## src/hw/rtl/assert_macros.svh

```systemverilog
// assertion macros used by the rtl top level
// no dependencies

`ifndef ASSERT_MACROS_SVH
`define ASSERT_MACROS_SVH

// antecedent implies consequent in the same cycle
`define ODOH_ASSERT_IMP(lbl, clk, rst, ante, cons) \
   lbl: assert property (@(posedge clk) disable iff (rst) (ante) |-> (cons)) \
      else $error("odoh assertion failed");

// condition never holds
`define ODOH_ASSERT_NEVER(lbl, clk, rst, cond) \
   lbl: assert property (@(posedge clk) disable iff (rst) !(cond)) \
      else $error("odoh assertion failed");

`endif

```

## src/hw/rtl/odoh_pkg.sv

```systemverilog
// types and constants of the config list parser
// no dependencies

package odoh_pkg;

   localparam int KEY_BUFFER_BYTES_DEFAULT = 32;
   localparam int KEY_CAP_MAX              = 32;
   localparam int KEY_IDX_W                = 5;
   localparam int POS_W                    = 18;
   localparam int LIST_END_W               = 17;
   localparam logic [15:0] BODY_HEAD       = 16'd8;
   localparam logic [15:0] SUITE_BYTES     = 16'd6;
   localparam logic [15:0] HDR_LAST        = 16'd3;
   localparam logic [15:0] VERSION_ONE     = 16'd1;
   localparam logic [POS_W-1:0] POS_MAX    = {POS_W{1'b1}};

   typedef enum logic [2:0] {
      PH_LEN_HI,
      PH_LEN_LO,
      PH_HEADER,
      PH_BODY,
      PH_DONE
   } phase_type;

   // one accepted record waiting for emission
   typedef struct packed {
      logic [15:0]          kem_id;
      logic [15:0]          kdf_id;
      logic [15:0]          aead_id;
      logic [15:0]          key_length;
      logic                 clipped;
      logic                 empty;
      logic [KEY_IDX_W-1:0] last_idx;
   } desc_type;

   typedef struct packed {
      logic     valid;
      desc_type desc;
   } push_type;

   typedef struct packed {
      logic                 en;
      logic [KEY_IDX_W-1:0] idx;
      logic [7:0]           data;
   } key_wr_type;

   typedef struct packed {
      logic full;
      logic empty;
   } q_status_type;

   typedef struct packed {
      logic                 rd_en;
      logic [KEY_IDX_W-1:0] rd_idx;
      logic                 pop;
   } back_ctl_type;

endpackage

```

## src/hw/rtl/odoh_if.sv

```systemverilog
// request and response channel interfaces
// no dependencies

interface odoh_req_if;
   logic       valid;
   logic       ready;
   logic [7:0] data_byte;
   logic       end_of_message;

   modport source (output valid, data_byte, end_of_message, input ready);
   modport sink   (input valid, data_byte, end_of_message, output ready);
endinterface

interface odoh_rsp_if;
   logic        valid;
   logic        ready;
   logic [15:0] kem_id;
   logic [15:0] kdf_id;
   logic [15:0] aead_id;
   logic [15:0] key_length;
   logic [7:0]  key_byte;
   logic [4:0]  byte_index;
   logic        byte_valid;
   logic        key_clipped;
   logic        last_of_record;

   modport source (output valid, kem_id, kdf_id, aead_id, key_length, key_byte,
                   byte_index, byte_valid, key_clipped, last_of_record,
                   input ready);
   modport sink   (input valid, kem_id, kdf_id, aead_id, key_length, key_byte,
                   byte_index, byte_valid, key_clipped, last_of_record,
                   output ready);
endinterface

```

## src/hw/rtl/odoh_config_list_parser.sv

```systemverilog
// top level of the config list parser: front end, record queue, back end
// depends on odoh_pkg, odoh_if, odoh_front, odoh_queue, odoh_back, assert_macros.svh
//
//   channel   dir   payload                                        handshake
//   req_bus   in    data_byte, end_of_message                      valid / ready
//   rsp_bus   out   kem_id .. aead_id, key_length, key_byte,       valid / ready
//                   byte_index, byte_valid, key_clipped,
//                   last_of_record
//
// one request byte per cycle while req_bus.ready is high; an accepted record gives
// one response per key byte (or one for an empty key), one per cycle while the
// response side is ready, via key buffer read, then response register
// req_bus.ready drops while two finished records wait in the queue
// reset is synchronous and clears control state only; no clearing pass
// response stalls back up only into the two-entry queue, never into parsing directly

`include "assert_macros.svh"

module odoh_config_list_parser
   import odoh_pkg::*;
#(
   parameter int KEY_BUFFER_BYTES = KEY_BUFFER_BYTES_DEFAULT
) (
   input  logic       clock,
   input  logic       reset,
   odoh_req_if.sink   req_bus,
   odoh_rsp_if.source rsp_bus
);

   // front to queue: finished record descriptor and key byte writes
   push_type     push;
   key_wr_type   key_wr;
   // queue status seen by both sides
   q_status_type q_stat;
   // back to queue: key buffer read and pop
   back_ctl_type back_ctl;
   desc_type     head;
   logic [7:0]   rd_data;

   // front end parses the byte stream and judges each record
   odoh_front #(
      .KEY_BUFFER_BYTES (KEY_BUFFER_BYTES)
   ) u_front (
      .clock  (clock),
      .reset  (reset),
      .req    (req_bus),
      .q_stat (q_stat),
      .push   (push),
      .key_wr (key_wr)
   );

   // two records in flight, each with its own key bank
   odoh_queue #(
      .KEY_BUFFER_BYTES (KEY_BUFFER_BYTES)
   ) u_queue (
      .clock    (clock),
      .reset    (reset),
      .push     (push),
      .key_wr   (key_wr),
      .back_ctl (back_ctl),
      .q_stat   (q_stat),
      .head     (head),
      .rd_data  (rd_data)
   );

   // back end walks the head record out through the response register
   odoh_back u_back (
      .clock    (clock),
      .reset    (reset),
      .q_stat   (q_stat),
      .head     (head),
      .rd_data  (rd_data),
      .back_ctl (back_ctl),
      .rsp      (rsp_bus)
   );

   // a record is never pushed into a full queue, nor popped from an empty one
   `ODOH_ASSERT_NEVER(a_push_full, clock, reset, push.valid && q_stat.full)
   `ODOH_ASSERT_NEVER(a_pop_empty, clock, reset, back_ctl.pop && q_stat.empty)
   // an empty key gives exactly one response, which closes the record
   `ODOH_ASSERT_IMP(a_empty_last, clock, reset, rsp_bus.valid && !rsp_bus.byte_valid, rsp_bus.last_of_record)

endmodule

```

## src/hw/rtl/odoh_front.sv

```systemverilog
// front end: byte parser of the config list, writes key bytes and pushes records
// depends on odoh_pkg and odoh_if

module odoh_front
   import odoh_pkg::*;
#(
   parameter int KEY_BUFFER_BYTES = KEY_BUFFER_BYTES_DEFAULT
) (
   input  logic         clock,
   input  logic         reset,
   odoh_req_if.sink     req,
   input  q_status_type q_stat,
   output push_type     push,
   output key_wr_type   key_wr
);

   localparam int KeyCap = (KEY_BUFFER_BYTES < KEY_CAP_MAX) ? KEY_BUFFER_BYTES : KEY_CAP_MAX;

   phase_type             phase_ff, phase_in;
   logic [POS_W-1:0]      pos_ff, pos_in;
   logic [LIST_END_W-1:0] list_end_ff, list_end_in;
   logic [15:0]           version_ff, version_in;
   logic [15:0]           length_ff, length_in;
   logic [15:0]           count_ff, count_in;
   logic [47:0]           suite_ff, suite_in;
   logic [15:0]           key_len_ff, key_len_in;

   logic        take;
   logic [7:0]  b;
   logic        eom;
   logic [15:0] cnt_inc;
   logic [15:0] key_off;
   logic        hdr_ok;
   logic        hdr_full;
   logic        body_done;
   logic        rec_ok;
   logic        clipped;

   assign req.ready = !q_stat.full;
   assign take      = req.valid && req.ready;
   assign b         = req.data_byte;
   assign eom       = req.end_of_message;
   assign cnt_inc   = count_ff + 16'd1;
   assign key_off   = count_ff - BODY_HEAD;
   assign hdr_full  = (count_ff == HDR_LAST);
   assign body_done = (cnt_inc == length_ff);

   // room for a full header before the list end, from the next byte on
   assign hdr_ok = ({1'b0, pos_ff} + 19'd5) <= {2'b00, list_end_in};

   assign rec_ok = (version_ff == VERSION_ONE) && (length_ff >= BODY_HEAD) &&
                   (({1'b0, key_len_in} + {1'b0, BODY_HEAD}) <= {1'b0, length_ff});
   assign clipped = key_len_in > 16'(KeyCap);

   // next phase
   always_comb begin
      phase_in = phase_ff;
      if (take) begin
         case (phase_ff)
            PH_LEN_HI: phase_in = PH_LEN_LO;
            PH_LEN_LO: phase_in = hdr_ok ? PH_HEADER : PH_DONE;
            PH_HEADER: begin
               if (hdr_full) begin
                  if (length_in == 16'd0) begin
                     phase_in = hdr_ok ? PH_HEADER : PH_DONE;
                  end else begin
                     phase_in = PH_BODY;
                  end
               end
            end
            PH_BODY: begin
               if (body_done) begin
                  phase_in = hdr_ok ? PH_HEADER : PH_DONE;
               end
            end
            default: phase_in = PH_DONE;
         endcase
         if (eom) begin
            phase_in = PH_LEN_HI;
         end
      end
   end

   // next values of the field registers
   always_comb begin
      list_end_in = list_end_ff;
      version_in  = version_ff;
      length_in   = length_ff;
      count_in    = count_ff;
      suite_in    = suite_ff;
      key_len_in  = key_len_ff;
      pos_in      = pos_ff;
      case (phase_ff)
         PH_LEN_HI: list_end_in = {1'b0, b, 8'h00};
         PH_LEN_LO: list_end_in = {1'b0, list_end_ff[15:8], b} + 17'd2;
         PH_HEADER: begin
            if (count_ff < 16'd2) begin
               version_in = {version_ff[7:0], b};
            end else begin
               length_in = {length_ff[7:0], b};
            end
         end
         PH_BODY: begin
            if (count_ff < SUITE_BYTES) begin
               suite_in = {suite_ff[39:0], b};
            end else if (count_ff < BODY_HEAD) begin
               key_len_in = {key_len_ff[7:0], b};
            end
         end
         default: ;
      endcase
      if (take) begin
         case (phase_ff)
            PH_LEN_LO: begin
               count_in   = 16'd0;
               version_in = 16'd0;
               length_in  = 16'd0;
            end
            PH_HEADER: begin
               count_in = cnt_inc;
               if (hdr_full) begin
                  count_in = 16'd0;
                  if (length_in == 16'd0) begin
                     version_in = 16'd0;
                  end else begin
                     suite_in   = 48'd0;
                     key_len_in = 16'd0;
                  end
               end
            end
            PH_BODY: begin
               count_in = cnt_inc;
               if (body_done) begin
                  count_in   = 16'd0;
                  version_in = 16'd0;
                  length_in  = 16'd0;
               end
            end
            default: ;
         endcase
         if (eom) begin
            count_in = 16'd0;
            pos_in   = '0;
         end else if (pos_ff != POS_MAX) begin
            pos_in = pos_ff + 1'b1;
         end
      end
   end

   always_comb begin
      push.valid           = take && (phase_ff == PH_BODY) && body_done && rec_ok;
      push.desc.kem_id     = suite_in[47:32];
      push.desc.kdf_id     = suite_in[31:16];
      push.desc.aead_id    = suite_in[15:0];
      push.desc.key_length = key_len_in;
      push.desc.clipped    = clipped;
      push.desc.empty      = (key_len_in == 16'd0);
      if (key_len_in == 16'd0) begin
         push.desc.last_idx = '0;
      end else if (clipped) begin
         push.desc.last_idx = KEY_IDX_W'(KeyCap - 1);
      end else begin
         push.desc.last_idx = KEY_IDX_W'(key_len_in - 16'd1);
      end
      key_wr.en   = take && (phase_ff == PH_BODY) && (count_ff >= BODY_HEAD) &&
                    (key_off < 16'(KeyCap));
      key_wr.idx  = key_off[KEY_IDX_W-1:0];
      key_wr.data = b;
   end

   always_ff @(posedge clock) begin
      if (reset) begin
         phase_ff    <= PH_LEN_HI;
         pos_ff      <= '0;
         list_end_ff <= '0;
         version_ff  <= '0;
         length_ff   <= '0;
         count_ff    <= '0;
         suite_ff    <= '0;
         key_len_ff  <= '0;
      end else begin
         phase_ff <= phase_in;
         if (take) begin
            pos_ff      <= pos_in;
            list_end_ff <= list_end_in;
            version_ff  <= version_in;
            length_ff   <= length_in;
            count_ff    <= count_in;
            suite_ff    <= suite_in;
            key_len_ff  <= key_len_in;
         end
      end
   end

endmodule

```

## src/hw/rtl/odoh_queue.sv

```systemverilog
// two-entry record queue with a key buffer bank per entry
// depends on odoh_pkg

module odoh_queue
   import odoh_pkg::*;
#(
   parameter int KEY_BUFFER_BYTES = KEY_BUFFER_BYTES_DEFAULT
) (
   input  logic         clock,
   input  logic         reset,
   input  push_type     push,
   input  key_wr_type   key_wr,
   input  back_ctl_type back_ctl,
   output q_status_type q_stat,
   output desc_type     head,
   output logic [7:0]   rd_data
);

   localparam int KeyCap = (KEY_BUFFER_BYTES < KEY_CAP_MAX) ? KEY_BUFFER_BYTES : KEY_CAP_MAX;
   localparam int IdxW   = (KeyCap > 1) ? $clog2(KeyCap) : 1;

   desc_type   desc_ff [2];
   logic       wr_ptr_ff, rd_ptr_ff;
   logic [1:0] count_ff;
   logic [7:0] key_mem [2][KeyCap];
   logic [7:0] rd_data_ff;

   assign q_stat.full  = (count_ff == 2'd2);
   assign q_stat.empty = (count_ff == 2'd0);
   assign head         = desc_ff[rd_ptr_ff];
   assign rd_data      = rd_data_ff;

   always_ff @(posedge clock) begin
      if (push.valid) begin
         desc_ff[wr_ptr_ff] <= push.desc;
      end
   end

   always_ff @(posedge clock) begin
      if (key_wr.en) begin
         key_mem[wr_ptr_ff][key_wr.idx[IdxW-1:0]] <= key_wr.data;
      end
      if (back_ctl.rd_en) begin
         rd_data_ff <= key_mem[rd_ptr_ff][back_ctl.rd_idx[IdxW-1:0]];
      end
   end

   always_ff @(posedge clock) begin
      if (reset) begin
         wr_ptr_ff <= 1'b0;
         rd_ptr_ff <= 1'b0;
         count_ff  <= 2'd0;
      end else begin
         if (push.valid) begin
            wr_ptr_ff <= !wr_ptr_ff;
         end
         if (back_ctl.pop) begin
            rd_ptr_ff <= !rd_ptr_ff;
         end
         count_ff <= count_ff + {1'b0, push.valid} - {1'b0, back_ctl.pop};
      end
   end

endmodule

```

## src/hw/rtl/odoh_back.sv

```systemverilog
// back end: walks the head record's key bytes into the response register
// depends on odoh_pkg and odoh_if

module odoh_back
   import odoh_pkg::*;
(
   input  logic         clock,
   input  logic         reset,
   input  q_status_type q_stat,
   input  desc_type     head,
   input  logic [7:0]   rd_data,
   output back_ctl_type back_ctl,
   odoh_rsp_if.source   rsp
);

   logic [KEY_IDX_W-1:0] issue_k_ff, issue_k_in;
   logic                 issued_all_ff, issued_all_in;
   logic                 f_valid_ff, f_valid_in;
   logic [KEY_IDX_W-1:0] f_k_ff;
   logic                 out_valid_ff, out_valid_in;

   logic [15:0]          kem_ff, kdf_ff, aead_ff, klen_ff;
   logic [7:0]           kbyte_ff;
   logic [KEY_IDX_W-1:0] bidx_ff;
   logic                 bvalid_ff, clip_ff, last_ff;

   logic load, issue, f_last, issue_last;

   assign load       = f_valid_ff && (!out_valid_ff || rsp.ready);
   assign issue      = !q_stat.empty && !issued_all_ff && (!f_valid_ff || load);
   assign f_last     = (f_k_ff == head.last_idx);
   assign issue_last = (issue_k_ff == head.last_idx);

   assign back_ctl.rd_en  = issue;
   assign back_ctl.rd_idx = issue_k_ff;
   assign back_ctl.pop    = load && f_last;

   always_comb begin
      issue_k_in    = issue_k_ff;
      issued_all_in = issued_all_ff;
      f_valid_in    = f_valid_ff;
      out_valid_in  = out_valid_ff;
      if (issue) begin
         issue_k_in    = issue_last ? '0 : issue_k_ff + 1'b1;
         issued_all_in = issue_last;
      end else if (back_ctl.pop) begin
         issued_all_in = 1'b0;
      end
      if (issue) begin
         f_valid_in = 1'b1;
      end else if (load) begin
         f_valid_in = 1'b0;
      end
      if (load) begin
         out_valid_in = 1'b1;
      end else if (rsp.ready) begin
         out_valid_in = 1'b0;
      end
   end

   always_ff @(posedge clock) begin
      if (reset) begin
         issue_k_ff    <= '0;
         issued_all_ff <= 1'b0;
         f_valid_ff    <= 1'b0;
         out_valid_ff  <= 1'b0;
      end else begin
         issue_k_ff    <= issue_k_in;
         issued_all_ff <= issued_all_in;
         f_valid_ff    <= f_valid_in;
         out_valid_ff  <= out_valid_in;
      end
   end

   always_ff @(posedge clock) begin
      if (issue) begin
         f_k_ff <= issue_k_ff;
      end
      if (load) begin
         kem_ff    <= head.kem_id;
         kdf_ff    <= head.kdf_id;
         aead_ff   <= head.aead_id;
         klen_ff   <= head.key_length;
         kbyte_ff  <= head.empty ? 8'd0 : rd_data;
         bidx_ff   <= head.empty ? '0 : f_k_ff;
         bvalid_ff <= !head.empty;
         clip_ff   <= head.clipped;
         last_ff   <= f_last;
      end
   end

   assign rsp.valid          = out_valid_ff;
   assign rsp.kem_id         = kem_ff;
   assign rsp.kdf_id         = kdf_ff;
   assign rsp.aead_id        = aead_ff;
   assign rsp.key_length     = klen_ff;
   assign rsp.key_byte       = kbyte_ff;
   assign rsp.byte_index     = bidx_ff;
   assign rsp.byte_valid     = bvalid_ff;
   assign rsp.key_clipped    = clip_ff;
   assign rsp.last_of_record = last_ff;

endmodule

```

## src/flat_wrapper.sv

```systemverilog
// flat-port wrapper written by rule: the top's interface ports become plain ports
module odoh_config_list_parser_flat import odoh_pkg::*;
#(
   parameter int KEY_BUFFER_BYTES = KEY_BUFFER_BYTES_DEFAULT
)
  (clock, reset, req_bus_valid, req_bus_data_byte, req_bus_end_of_message, req_bus_ready, rsp_bus_valid, rsp_bus_kem_id, rsp_bus_kdf_id, rsp_bus_aead_id, rsp_bus_key_length, rsp_bus_key_byte, rsp_bus_byte_index, rsp_bus_byte_valid, rsp_bus_key_clipped, rsp_bus_last_of_record, rsp_bus_ready);
  odoh_req_if req_bus_i ();
  odoh_rsp_if rsp_bus_i ();
  input  logic clock;
  input  logic reset;
  input wire logic [$bits(req_bus_i.valid)-1:0] req_bus_valid;
  input wire logic [$bits(req_bus_i.data_byte)-1:0] req_bus_data_byte;
  input wire logic [$bits(req_bus_i.end_of_message)-1:0] req_bus_end_of_message;
  output wire logic [$bits(req_bus_i.ready)-1:0] req_bus_ready;
  output wire logic [$bits(rsp_bus_i.valid)-1:0] rsp_bus_valid;
  output wire logic [$bits(rsp_bus_i.kem_id)-1:0] rsp_bus_kem_id;
  output wire logic [$bits(rsp_bus_i.kdf_id)-1:0] rsp_bus_kdf_id;
  output wire logic [$bits(rsp_bus_i.aead_id)-1:0] rsp_bus_aead_id;
  output wire logic [$bits(rsp_bus_i.key_length)-1:0] rsp_bus_key_length;
  output wire logic [$bits(rsp_bus_i.key_byte)-1:0] rsp_bus_key_byte;
  output wire logic [$bits(rsp_bus_i.byte_index)-1:0] rsp_bus_byte_index;
  output wire logic [$bits(rsp_bus_i.byte_valid)-1:0] rsp_bus_byte_valid;
  output wire logic [$bits(rsp_bus_i.key_clipped)-1:0] rsp_bus_key_clipped;
  output wire logic [$bits(rsp_bus_i.last_of_record)-1:0] rsp_bus_last_of_record;
  input wire logic [$bits(rsp_bus_i.ready)-1:0] rsp_bus_ready;
  assign req_bus_i.valid = req_bus_valid;
  assign req_bus_i.data_byte = req_bus_data_byte;
  assign req_bus_i.end_of_message = req_bus_end_of_message;
  assign req_bus_ready = req_bus_i.ready;
  assign rsp_bus_valid = rsp_bus_i.valid;
  assign rsp_bus_kem_id = rsp_bus_i.kem_id;
  assign rsp_bus_kdf_id = rsp_bus_i.kdf_id;
  assign rsp_bus_aead_id = rsp_bus_i.aead_id;
  assign rsp_bus_key_length = rsp_bus_i.key_length;
  assign rsp_bus_key_byte = rsp_bus_i.key_byte;
  assign rsp_bus_byte_index = rsp_bus_i.byte_index;
  assign rsp_bus_byte_valid = rsp_bus_i.byte_valid;
  assign rsp_bus_key_clipped = rsp_bus_i.key_clipped;
  assign rsp_bus_last_of_record = rsp_bus_i.last_of_record;
  assign rsp_bus_i.ready = rsp_bus_ready;
  odoh_config_list_parser #(.KEY_BUFFER_BYTES(KEY_BUFFER_BYTES)) u_core (.clock(clock), .reset(reset), .req_bus(req_bus_i), .rsp_bus(rsp_bus_i));
endmodule
```

## config.mk

```make
export PLATFORM = sky130hd
export DESIGN_NAME = odoh_config_list_parser_flat
export DESIGN_NICKNAME = d
export VERILOG_FILES = /design/src/hw/rtl/odoh_pkg.sv /design/src/hw/rtl/odoh_if.sv /design/src/hw/rtl/odoh_config_list_parser.sv /design/src/hw/rtl/odoh_front.sv /design/src/hw/rtl/odoh_queue.sv /design/src/hw/rtl/odoh_back.sv /design/src/flat_wrapper.sv
export VERILOG_INCLUDE_DIRS = /design/src /design/src/hw/rtl
export SDC_FILE = /design/constraint.sdc
export NUM_CORES = 1
export LEC_CHECK = 0
export ABC_AREA = 1
export ABC_CLOCK_PERIOD_IN_PS = 10000
export BUFFER_PORTS_ARGS = -buffer_cell sky130_fd_sc_hd__buf_2
export CORE_UTILIZATION = 35
export DETAILED_ROUTE_END_ITERATION = 7
export PLACE_DENSITY_LB_ADDON = 0.1
export SLEW_MARGIN = 40
export SYNTH_ARGS = -nofsm -noshare
export SYNTH_HDL_FRONTEND = slang
export SYNTH_HIERARCHICAL = 1
export SYNTH_SLANG_ARGS = --single-unit
export TNS_END_PERCENT = 100
```

## constraint.sdc

```tcl
create_clock -name clock -period 10 [get_ports clock]
set_input_delay 1.5 -clock clock [delete_from_list [all_inputs] [get_ports clock]]
set_output_delay 1.5 -clock clock [all_outputs]
set_load 0.02 [all_outputs]
```

==> metrics.md <==
| Metric | Value |
|---|---|
| Simple-Gate Fraction of Synth Area | `0.230` |
| CTS H-tree depth | `3` |
| DRT Pass-1 Iters | `5` |
| Number of global-route vias before repair | `between 20000 and 30000` |
| Max Cap Violations | `0` |
| Number of setup buffers added after CTS | `0` |
| Worst stage delay on the critical path | `roughly 0.66 ns` |
| Die ar. | `between 100000 and 150000 µm²` |
| Hold Path Origin | `u_core/u_front/key_len_ff[12]$_SDFFE_PP0P_` |
| Post-Route WL | `112000 µm` |
| Synth Area in Adders | `0.0133` |
| Core ar. | `roughly 110000 µm²` |
| CTS clock-pin slew for the worst setup and hold paths | `roughly 0.060 ns` |
| Vias per std cell | `around 5` |
| Flop2flop setup slack | `between 3 and 4 ns` |
| Fin. Hold Viols | `0` |
| Yosys reg bits | `just over 900` |
| Startpoint Class | `flip-flop` |
| XOR/XNOR Fraction of Synth Area | `0.0112` |
| CTS root buffer | `clkbuf_16` |
| Post_cts resized | `0` |
| Port Buf Inserts | `94` |
| FMAX | `around 0.15 GHz` |
| Wire length per cell | `just under 20 µm` |
| Routability cong. | `roughly 0.82` |
| Pin count of the biggest net entering global routing | `164` |
| Post-synthesis mux area share | `0.00558` |
| CP Launch Point | `u_core/u_front/count_ff[2]$_SDFFE_PP0P_` |
| RSZ-0062 raised after global routing | `false` |
| Final setup fails | `0` |
| Nets | `roughly 4200` |
| DRT antenna net count | `0` |
| Synth cell types | `56` |
| Worst r2r src | `u_core/u_front/count_ff[2]$_SDFFE_PP0P_` |
| LEAKAGE | `approximately 0.018 µW` |
| Row count | `about 120` |
| Power per Cell Area | `roughly 180 nW/µm²` |
| Largest family of logic cells by synthesized area | `simple AND/OR/NAND/NOR gates` |
| Final Skew | `approximately 0.030 ns` |
| Cell mode on critical path | `nand2_1` |
| Max IR drop VDD | `approximately 0.13 mV` |
| Status | `completed` |
| Footprint of the multi-input gates | `~13000 µm²` |
| CP Max Fanout | `75` |
| Layer with the highest usage | `met2` |
| Critical Path Sink Type | `flip-flop` |
| DR iter-0 viols | `1854` |
| Yosys top cell by area | `edfxtp_1` |
| HP Class | `reg2reg` |
| # fillers | `~11000` |
| Overflow after GRT | `0` |
| Die Y | `roughly 340 µm` |
| Vias post-DR | `28215` |
| Sequential area share after synthesis | `0.636` |
| Post-synth EDFFs | `approximately 750` |
| Crit-path slowest cell | `dfxtp_1` |
| Crit path DAT | `roughly 7.0 ns` |
| Most common library cell in the layout ignoring fill and taps | `nand2_1` |
| TritonCTS Buffers | `between 100 and 150` |
| Ys async rst share | `0` |
| Hold slack final | `about 0.47 ns` |
| Final min period | `approximately 6.7 ns` |
| Top area cells in the synthesized netlist | `edfxtp_1 (56%), nand2_1 (12%), dfxtp_1 (8.1%)` |
| GR Util met2 | `0.317` |
| Share of layout cells above drive strength 1 | `0.0973` |
| Final Util | `0.401` |
| First-pass GRT wire length | `approximately 170000 µm` |
| Mapped Nets | `about 4200` |
| Synth Cell Area | `40400 µm²` |
| TNS Setup | `0 ns` |
| Req. time, crit path | `about 10 ns` |
| Avg Inst Size Synth | `between 9 and 10 µm²` |
| Total GRT Usage | `0.192` |
| CTS sink cnt | `910` |
| I/O pin cnt | `95` |
| CTS Hold Bufs | `0` |
| Detailed placer's ending HPWL | `around 70000 µm` |
| Synth warn | `6` |
| Met3 GRT Util | `0.0258` |
| Rel. slew slack | `0.413` |
| GR Layer Usage met1 | `0.262` |
| Worst skew pair latency | `roughly 0.7 ns` |
| Gate Count Post-Synth | `between 4000 and 5000` |
| Starting density of the core | `0.353` |
| Area grow syn2layout | `13.4%` |
| Most frequent cells in the layout | `nand2_1 (1331), edfxtp_1 (747), nand3_1 (522)` |
| Diodes inserted | `0` |
| Synth Area in Compound Gates | `0.0469` |
| Share of the synthesized area in the top cell type | `0.555` |
| Clock buffer depth | `3` |
| Pins Over Slew Limit | `0` |
| FF+latch area | `between 20000 and 30000 µm²` |
| Setup CP Type | `reg2reg` |
| Slew at the pin closest to its max-slew limit | `~0.88 ns` |
| CTS tree | `done` |
| Ys flop type | `edfxtp_1` |
| Final Cycle Share | `0.668` |
| Die X | `about 340 µm` |
| # DRC | `0` |
| Initial antenna violation count | `0` |
[through the flow]
stage          cell area [µm²]  total power, µW  cells  setup slack (ns)
4_1_cts                  45700             8230   5743              3.30
2_1_floorplan            40400             4370   4110              2.19
6_report                 45800             8120   5746              3.32
3_5_place_dp             42400             4470   5554              2.70
5_1_grt                  45800             8410   5746              2.74
3_3_place_gp             42200             4460   5554              2.51
[report_power, final]
| part | leakage (µW) | internal [µW] | switching (µW) |
|---|---|---|---|
| logic | 0.00794 | 63.9 | 193 |
| clock network | 0.00162 | 2170 | 1570 |
| registers | 0.00801 | 4110 | 20.1 |
[worst max-delay path, delay by kind of cell, from the launching register on]
family          cells  cell delay [ns]
xor+xnor            1             0.18
flops               1             0.66
compound gates      2             0.29
simple gates       26             3.19
buf+inv             4             1.40
fa+ha+maj           2             0.48
[synth_stat cells, types with 4 or more instances]
library cell     n
nand2_1       1332
edfxtp_1       747
nand3_1        524
inv_1          319
dfxtp_1        163
nor2_1         162
o21ai_0        158
a21oi_1        151
buf_2           92
clkbuf_1        82
nor3_1          73
xor2_1          44
ha_1            43
nand4_1         25
buf_1           24
buf_4           22
mux2_2          20
nor4_1          10
o22ai_1          9
nand2_2          8
nand2_4          7
nor2_2           7
o211ai_1         7
o21ai_1          7
nand3_2          6
nor2_4           6
a211oi_1         5
xnor2_1          5
a32oi_1          4
inv_2            4
or2_2            4
[cell type report]
class / instances / area share
sequential: 910 / 0.561
tap: 1512 / 0.0413
multi-input combinational: 2650 / 0.274
clock buffer: 134 / 0.0597
timing repair buffer: 159 / 0.0231
inverter: 326 / 0.0272
clock inverter: 55 / 0.0130
[path summary, 6_finish.rpt]
| path | cells after the start | endpoint |
|---|---|---|
| setup reg to reg | 35 | u_core/u_queue/desc_ff[1][67]$_DFFE_PP_ |
| hold / removal | 2 | u_core/u_front/key_len_ff[12]$_SDFFE_PP0P_ |
| hold reg to reg | 2 | u_core/u_front/key_len_ff[12]$_SDFFE_PP0P_ |
| setup / recovery | 35 | u_core/u_queue/desc_ff[1][67]$_DFFE_PP_ |
[sequential cells by signal, indices dropped and copies added (netlist names), 2 cells and up, named ones only]
name                          flops
u_core/u_front/list_end_ff       17
u_core/u_back/rsp.key_byte        8
u_core/u_back/rsp.byte_index      5
u_core/u_front/key_len_ff        16
u_core/u_back/issue_k_ff          5
u_core/u_queue/key_mem          512
u_core/u_back/rsp.key_length     16
u_core/u_front/version_ff        16
u_core/u_back/rsp.aead_id        16
u_core/u_front/suite_ff          48
u_core/u_back/rsp.kem_id         16
u_core/u_back/f_k_ff              5
u_core/u_front/count_ff          16
u_core/u_queue/rd_data            8
u_core/u_back/rsp.kdf_id         16
u_core/u_front/phase_ff           3
u_core/u_queue/count_ff           2
u_core/u_queue/desc_ff          142
u_core/u_front/length_ff         16
u_core/u_front/pos_ff            18
[cells by family (layout without fill, tap and decap cells)]
logic type,Yosys count,in the layout
mux,20,20
xor+xnor,50,50
flops,910,910
buf+inv,550,674
compound gates,358,358
simple gates,2179,2179
fa+ha+maj,43,43
[per-layer routing]
| layer | routed length [µm] | vias up |
|---|---|---|
| met5 | 0 | - |
| met4 | 2690 | 0 |
| met3 | 4200 | 135 |
| met2 | 53200 | 505 |
| met1 | 51800 | 13640 |
| li1 | - | 13935 |
Note: power is estimated with default switching activity, not from simulation.
